<file path="src/rtl/asrm_pkg.sv">
`default_nettype none
package asrm_pkg;

    localparam int SLOTS      = 8;
    localparam int RING_DEPTH = 4096;
    localparam int SLOT_W     = (SLOTS > 1) ? $clog2(SLOTS) : 1;
    localparam int RING_W     = $clog2(RING_DEPTH);
    localparam int ADDR_W     = SLOT_W + RING_W;
    localparam int FILL_W     = 13;
    localparam int CNT_W      = 32;
    localparam int SMP_W      = 24;

    typedef enum logic [2:0] {
        K_CREATE  = 3'd0,
        K_RELEASE = 3'd1,
        K_ACCUM   = 3'd2,
        K_DRAIN   = 3'd3,
        K_QUERY   = 3'd4
    } t_kind;

    typedef enum logic [2:0] {
        S_IDLE,
        S_DEC,
        S_CLEAR,
        S_READ,
        S_WB
    } t_state;

    typedef struct packed {
        logic capture;
        logic create_init;
        logic clr_wr;
        logic ram_rd;
        logic writeback;
        logic finish;
    } t_cmd;

    typedef struct packed {
        logic [2:0] kind;
        logic       free_found;
        logic       active;
        logic       clr_last;
        logic       out_busy;
    } t_sts;

endpackage
`default_nettype wire

</file>
<file path="src/rtl/asrm_ctrl.sv">
`default_nettype none
module asrm_ctrl (
    input  wire logic           i_clk,
    input  wire logic           i_rst_n,
    input  wire logic           i_in_valid,
    output logic                o_in_ready,
    input  wire asrm_pkg::t_sts i_sts,
    output asrm_pkg::t_cmd      o_cmd
);
    import asrm_pkg::*;

    t_state r_state, n_state;

    always_ff @(posedge i_clk) begin
        if (!i_rst_n) begin
            r_state <= S_IDLE;
        end else begin
            r_state <= n_state;
        end
    end

    always_comb begin
        n_state    = r_state;
        o_cmd      = '0;
        o_in_ready = 1'b0;
        unique case (r_state)
            S_IDLE: begin
                o_in_ready = !i_sts.out_busy;
                if (i_in_valid && !i_sts.out_busy) begin
                    o_cmd.capture = 1'b1;
                    n_state       = S_DEC;
                end
            end
            S_DEC: begin
                case (i_sts.kind)
                    K_CREATE: begin
                        if (i_sts.free_found) begin
                            o_cmd.create_init = 1'b1;
                            n_state           = S_CLEAR;
                        end else begin
                            o_cmd.finish = 1'b1;
                            n_state      = S_IDLE;
                        end
                    end
                    K_ACCUM, K_DRAIN: begin
                        if (i_sts.active) begin
                            n_state = S_READ;
                        end else begin
                            o_cmd.finish = 1'b1;
                            n_state      = S_IDLE;
                        end
                    end
                    default: begin
                        o_cmd.finish = 1'b1;
                        n_state      = S_IDLE;
                    end
                endcase
            end
            S_CLEAR: begin
                o_cmd.clr_wr = 1'b1;
                if (i_sts.clr_last) begin
                    o_cmd.finish = 1'b1;
                    n_state      = S_IDLE;
                end
            end
            S_READ: begin
                o_cmd.ram_rd = 1'b1;
                n_state      = S_WB;
            end
            S_WB: begin
                o_cmd.writeback = 1'b1;
                n_state         = S_IDLE;
            end
            default: n_state = S_IDLE;
        endcase
    end

    a_ready_idle: assert property (@(posedge i_clk) disable iff (!i_rst_n)
        o_in_ready |-> (r_state == S_IDLE && !i_sts.out_busy))
        else $error("ready outside idle");
    a_read_wb: assert property (@(posedge i_clk) disable iff (!i_rst_n)
        (r_state == S_READ) |=> (r_state == S_WB))
        else $error("read not followed by writeback");
    a_clear_holds: assert property (@(posedge i_clk) disable iff (!i_rst_n)
        (r_state == S_CLEAR && !i_sts.clr_last) |=> (r_state == S_CLEAR))
        else $error("clear sweep cut short");
endmodule
`default_nettype wire

</file>
<file path="config.mk">
export PLATFORM = sky130hd
export DESIGN_NAME = asrm_ctrl
export DESIGN_NICKNAME = d
export VERILOG_FILES = /design/src/rtl/asrm_pkg.sv /design/src/rtl/asrm_ctrl.sv
export SDC_FILE = /design/constraint.sdc
export NUM_CORES = 1
export LEC_CHECK = 0
export BUFFER_PORTS_ARGS = -buffer_cell sky130_fd_sc_hd__buf_2
export CAP_MARGIN = 20
export CORE_AREA = 2 2 39 41
export DETAILED_ROUTE_END_ITERATION = 12
export DIE_AREA = 0 0 41 43
export MAX_ROUTING_LAYER = met4
export PLACE_DENSITY_LB_ADDON = 0.2
export SLEW_MARGIN = 20
export SYNTH_ARGS = -nofsm -noshare
export SYNTH_HDL_FRONTEND = slang
export SYNTH_SLANG_ARGS = --single-unit
</file>
<file path="constraint.sdc">
create_clock -name i_clk -period 4.95 [get_ports i_clk]
set_clock_uncertainty 0.15 [all_clocks]
set_input_delay 1.485 -clock i_clk [delete_from_list [all_inputs] [get_ports i_clk]]
set_output_delay 1.485 -clock i_clk [all_outputs]
set_load 0.1 [all_outputs]
</file>
==> results.json, run 1 <==
{
  "run_status": "finished, final reports clean",
  "cp-start-kind": "primary input",
  "wirelength_um": 585,
  "top_area_cells_in_the_synthesized_netlist": "sky130_fd_sc_hd__dfxtp_1 (26%), sky130_fd_sc_hd__nor3b_1 (9.8%), sky130_fd_sc_hd__or4b_1 (8.7%)",
  "cts_hold_repair.buffers": 0,
  "power_density_nw_per_um2": 255.7,
  "cp_max_fo": 2,
  "grt_first_pass_wirelength_um": 890,
  "num_antenna_cells": 0,
  "syn-instance-count": 25,
  "final-setup-viol-count": 0,
  "ctsResizeCount": 0,
  "vdd.ir_drop.worst_uv": 106.2,
  "number_of_distinct_library_cells_after_synthesis": 18,
  "top_register_by_number_of_flip_flops": "r_state",
  "post_synth_instance_area_sq_um": 229.0,
  "fin_cells": 60,
  "dr.first_iter.drc_count": 0,
  "standard_cell_row_count": 14,
  "drt_pre_antenna_iters": 1,
  "p_seq_frac": 0.276,
  "placed_cells": 56,
  "power_leakage_uw": 0.0001635,
  "share_comb_of_total_power": 0.268,
  "post_route_cells_drive_above_1_share": 0.5227,
  "mostFrequentLayoutCells": "sky130_fd_sc_hd__buf_2 (16), sky130_fd_sc_hd__nor3b_1 (3), sky130_fd_sc_hd__clkbuf_4 (3), sky130_fd_sc_hd__dfxtp_1 (3)",
  "report.final.slew_viol_count": 0,
  "tightestPinTransition_ns": 0.4867,
  "worst_skew_pair.late_latency_ns": 0.23,
  "crit_required_ns": 3.31,
  "final_ant_viol_nets": 0,
  "hold_class": "reg2reg",
  "first_global_vias": 224,
  "detail_route.wl_per_cell_um": 9.750,
  "synth_area_per_cell_sq_um": 9.159,
  "largest_net_degree_at_the_start_of_global_routing": 11,
  "internal_power_uw": 62.07,
  "most_common_library_cell_in_the_layout_ignoring_fill_and_taps": "sky130_fd_sc_hd__buf_2",
  "grt_overflow_total": 0,
  "clock_sink_count": 3,
  "largest_register_ff_count": 3,
  "cts_root_buffer": "sky130_fd_sc_hd__clkbuf_4",
  "viasPerCell": 4.433,
  "ioPinCount": 17,
  "largestRegisters": "r_state (3)",
  "tritoncts": "built",
  "final_min_period_over_clock_period": 0.8734,
  "antenna_found_initial": 0,
  "p_sw_frac": 0.3401,
  "die_y_um": 43,
  "mappedNetlistNets": 35,
  "clk_transition_reported_paths_ns": 0.04,
  "fp.dieW_um": 41,
  "cts_buffers": 3,
  "finalPower_uw": 94.07,
  "overall_global_routing_resource_usage": 0.08008,
  "final_hold_viol_count": 0,
  "period_minus_slack_ns": 4.323,
  "nNetsFinal": 55,
  "criticalPathCategory": "in2out",
  "h-tree-depth": 1,
  "floorplan.initialDensity": 0.1655,
  "areaGrowthSynthToFinish_pct": 60.66,
  "clk_path_buf_depth": 2,
  "power_frac_clock": 0.456,
  "max_cap_violations": 0,
  "fmax_ghz": 0.2313,
  "gp_routability_congestion": 0.6691,
  "post_cts.repair.setup_buffers": 0,
  "postSynth.topFlopCell": "sky130_fd_sc_hd__dfxtp_1",
  "synth-edff-count": 0,
  "drc_errors_left": 0,
  "detailroute.via_count": 266,
  "yosys_warnings": 0,
  "async_flop_share": 0,
  "synth.yosys.seq_area_share": 0.2623,
  "grt_setup_unrepaired": "false",
  "timing.max_slew.rel_slack": 0.6778,
  "cp_data_arrival_time_ns": 2.69,
  "synth_largest_type_area_fraction": 0.2623,
  "buffer_ports.inserted": 16,
  "synth_top_cell_by_area": "sky130_fd_sc_hd__dfxtp_1",
  "core_area_sq_um": 1384,
  "switching_power_uw": 31.99,
  "worstSetupEndpointType": "primary output",
  "design.die.area_sq_um": 1763,
  "yosys_register_bits": 3
}
[path summary, 6_finish.rpt]
kind,startpoint,to,slack [ns],depth (start not counted)
worst max-delay path,i_sts[4],o_cmd[4],0.63,4
worst min-delay path,r_state[0],r_state[0],0.49,2
worst max register to register,r_state[2],r_state[1],3.54,3
worst min register to register,r_state[0],r_state[0],0.49,2
[through the flow]
stage	utilization	worst slack [ns]	TNS [ns]	cell area, sq um	hold slack (ns)
finish	0.2658	0.6267	0	367.9	0.4925
global route	0.2658	0.5917	0	367.9	0.5458
CTS	0.2658	0.6165	0	367.9	0.5010
detailed placement	0.2468	0.6158	0	341.6	0.5046
global placement	0.2468	0.6156	0	341.6	0.4907
floorplan	-	-0.04946	-0.04946	252.7	0.3737
[cells by family (layout without fill, tap and decap cells)]
| family | after synthesis | count (layout) | share of synthesized area |
|---|---|---|---|
| flops | 3 | 3 | 0.2623 |
| simple gates | 17 | 17 | 0.5683 |
| compound gates | 3 | 3 | 0.1038 |
| buf+inv | 2 | 21 | 0.06555 |
[synthesized netlist by cell type (2+ instances only)]
| master | count |
|---|---|
| sky130_fd_sc_hd__nor3b_1 | 3 |
| sky130_fd_sc_hd__and2_1 | 2 |
| sky130_fd_sc_hd__nor3_1 | 2 |
| sky130_fd_sc_hd__or4b_1 | 2 |
| sky130_fd_sc_hd__dfxtp_1 | 3 |
[worst max-delay path, stage by stage]
cell and delay [ns]:
sky130_fd_sc_hd__buf_2 0.10, sky130_fd_sc_hd__or4b_1 0.51, sky130_fd_sc_hd__nor4_4 0.13, sky130_fd_sc_hd__buf_2 0.45
[per-layer routing]
metal  track usage  part of all wire  up-vias
li1              -                 -      139
met4       0.04000                 0        0
met1        0.1022              0.50      116
met2       0.08750              0.41       11
met3       0.06283             0.092        0
met5             -                 0        -
[power groups by stage]
stage                     Combinational, uW  Sequential [uW]  Clock, uW
after global placement                 25.4             26.4          0
after floorplan                        18.7             26.0          0
after detailed placement               25.4             26.4          0
final                                  25.2             26.0       42.9
after CTS                              25.4             26.0       46.0
after global routing                   26.6             26.1       49.8
[layout make-up]
class	count	area (sq um)
tap	16	20.02
inverter	1	3.754
timing repair buffer	16	80.08
sequential	3	60.06
fill	160	1016
clock buffer	4	26.28
multi-input combinational	20	177.7
No activity file was read; power rests on OpenSTA's default activity.
==> run 2: changes to the inputs <==
--- a/config.mk
+++ b/config.mk
@@ -5,6 +5,7 @@
 export SDC_FILE = /design/constraint.sdc
 export NUM_CORES = 1
 export LEC_CHECK = 0
+export ABC_AREA = 1
 export BUFFER_PORTS_ARGS = -buffer_cell sky130_fd_sc_hd__buf_2
 export CAP_MARGIN = 20
 export CORE_AREA = 2 2 39 41
@@ -12,6 +13,7 @@
 export DIE_AREA = 0 0 41 43
 export MAX_ROUTING_LAYER = met4
 export PLACE_DENSITY_LB_ADDON = 0.2
+export SETUP_SLACK_MARGIN = 0.02
 export SLEW_MARGIN = 20
 export SYNTH_ARGS = -nofsm -noshare
 export SYNTH_HDL_FRONTEND = slang
==> results.json, run 2 <==
{
  "drc_errors_left": 0,
  "filler_cell_count": 165,
  "seqCellArea_sq_um": 60.06,
  "postSynth.topFlopCell": "sky130_fd_sc_hd__dfxtp_1",
  "period_minus_slack_ns": 3.956,
  "mostFrequentLayoutCells": "sky130_fd_sc_hd__buf_2 (16), sky130_fd_sc_hd__inv_1 (7), sky130_fd_sc_hd__nand2_1 (6)",
  "finalPower_uw": 101.7,
  "terminus_of_the_critical_flop_to_flop_path": "r_state[0]",
  "timing.hold.worst_endpoint": "r_state[2]",
  "most_common_library_cell_in_the_layout_ignoring_fill_and_taps": "sky130_fd_sc_hd__buf_2",
  "post_route_cells_drive_above_1_share": 0.5088,
  "floorplan.initialDensity": 0.1618,
  "post-route-util": 0.2568,
  "multi_input_logic_area_sq_um": 127.6,
  "async_flop_share": 0,
  "min_path_cells": 2,
  "timing.critical_path.slowest_cell_delay_ns": 0.44,
  "report.final.slew_viol_count": 0,
  "design.die.area_sq_um": 1763,
  "cts_hold_repair.buffers": 0,
  "viasPerCell": 3.671,
  "final_ant_viol_nets": 0,
  "h-tree-depth": 1,
  "grt_first_pass_wirelength_um": 883,
  "fp.dieW_um": 41,
  "power_density_nw_per_um2": 286.2,
  "yosys_register_bits": 3,
  "dp_area_sq_um": 329.1,
  "final_hold_viol_count": 0,
  "final_design_area_no_fill_sq_um": 355.3,
  "synth-edff-count": 0,
  "synth_most_common_cell": "sky130_fd_sc_hd__inv_1",
  "synth_largest_type_area_fraction": 0.2682,
  "buffer_ports.inserted": 16,
  "hold_class": "reg2reg",
  "mappedNetlistNets": 47,
  "drt_pre_antenna_iters": 2,
  "dp.final_hpwl_um": 442.5,
  "clk_path_buf_depth": 2,
  "top_area_cells_in_the_synthesized_netlist": "sky130_fd_sc_hd__dfxtp_1 (27%), sky130_fd_sc_hd__nand3_2 (13%), sky130_fd_sc_hd__inv_1 (12%)",
  "cp_data_arrival_time_ns": 2.32,
  "run_status": "finished, final reports clean",
  "ctsResizeCount": 0,
  "core_area_sq_um": 1384,
  "crit_required_ns": 3.31,
  "cts_root_buffer": "sky130_fd_sc_hd__clkbuf_4",
  "ioPinCount": 17,
  "clock_sink_count": 3,
  "netlist_top_cells_count": "sky130_fd_sc_hd__inv_1 (7), sky130_fd_sc_hd__nand2_1 (6), sky130_fd_sc_hd__nor2_1 (5)",
  "synth.yosys.seq_area_share": 0.2682,
  "nNetsFinal": 68,
  "worstSetupEndpointType": "primary output",
  "grt_setup_unrepaired": "false",
  "die_y_um": 43,
  "setup.worst_path.start": "i_sts[3]",
  "worstHoldStart": "r_state[0]",
  "cts_buffers": 3,
  "overall_global_routing_resource_usage": 0.07708,
  "vdd.ir_drop.worst_uv": 87.50,
  "power_leakage_uw": 0.0002098,
  "largestRegisters": "r_state (3)",
  "final-setup-viol-count": 0,
  "timing.max_slew.rel_slack": 0.6773,
  "detail_route.wl_per_cell_um": 7.000,
  "number_of_distinct_library_cells_after_synthesis": 13,
  "timing.reg2reg.setup_slack_ns": 3.92,
  "criticalPathCategory": "in2out",
  "tritoncts": "built",
  "wirelength_um": 511,
  "first_global_vias": 250,
  "largest_register_ff_count": 3,
  "list_of_cells_traversed_by_the_critical_path": "buf_2 > inv_1 > nor2_1 > nand2_1 > nand2_1 > o22ai_1 > buf_2",
  "tns_ns": 0,
  "cp_max_delay_cell": "sky130_fd_sc_hd__buf_2",
  "areaGrowthSynthToFinish_pct": 58.66,
  "fmax_ghz": 0.2528,
  "max_cap_violations": 0,
  "antenna_found_initial": 0,
  "post_synth_instance_area_sq_um": 224.0,
  "clk_transition_reported_paths_ns": 0.03,
  "tightestPinTransition_ns": 0.4875,
  "final_min_period_over_clock_period": 0.7992,
  "whs_ns": 0.3706,
  "yosys_warnings": 0,
  "detailroute.via_count": 268,
  "gp_routability_congestion": 0.6409,
  "synth_top_cell_by_area": "sky130_fd_sc_hd__dfxtp_1",
  "top_register_by_number_of_flip_flops": "r_state",
  "grt_overflow_total": 0,
  "post_cts.repair.setup_buffers": 0,
  "timing.rr.start": "r_state[1]",
  "cp_max_fo": 2,
  "syn-instance-count": 37,
  "dr.first_iter.drc_count": 5,
  "worst-r2r-cell-count": 6,
  "largest_net_degree_at_the_start_of_global_routing": 6,
  "synth_area_per_cell_sq_um": 6.053,
  "cp-start-kind": "primary input",
  "worst_skew_pair.late_latency_ns": 0.23,
  "standard_cell_row_count": 14,
  "num_antenna_cells": 0
}
run 2: how the worst max path moves through the flow:
stage	to	slack (ns)	cells past startpoint
after floorplan	o_cmd[0]	0.17	5
after global placement	o_cmd[0]	0.99	7
after detailed placement	o_cmd[0]	0.99	7
after CTS	o_cmd[0]	0.99	7
after global routing	o_cmd[0]	0.87	7
final	o_cmd[0]	0.99	7
run 2: per-stage QoR:
stage,std cells,setup slack (ns)
global route,73,0.8713
global placement,69,0.9937
finish,73,0.9938
floorplan,37,0.1726
CTS,73,0.9870
detailed placement,69,0.9874
run 2: kinds of logic after synthesis:
kind of cell | share of synthesized area
buffers and inverters | 0.1844
and+or+nand+nor | 0.4357
AOI/OAI and AO/OA | 0.1117
DFF | 0.2682
run 2: layer usage:
metal	up-vias	wire length, um	GRT usage
li1	152	-	-
met1	107	219	0.07692
met2	9	249	0.1094
met3	0	43	0.02094
met4	0	0	0.08000
met5	-	0	-
run 2: report_power, final:
part	leakage, uW	total, uW	internal (uW)	switching, uW
Combinational	0.000170	34.0	8.20	25.8
Sequential	0.0000244	26.3	25.2	1.07
Clock	0.0000150	41.4	30.1	11.3
run 2: final cells by class:
cell class | instances | area share
Inverter | 11 | 0.1162
Tap cell | 16 | 0.05634
Timing Repair Buffer | 16 | 0.2254
Clock buffer | 4 | 0.07394
Multi-Input combinational cell | 23 | 0.3592
Sequential cell | 3 | 0.1690
run 2: worst max-delay path: cells and delay by family:
family                 cells  cell delay [ns]
buffers and inverters      3             0.57
and+or+nand+nor            3             0.16
AOI/OAI and AO/OA          1             0.10
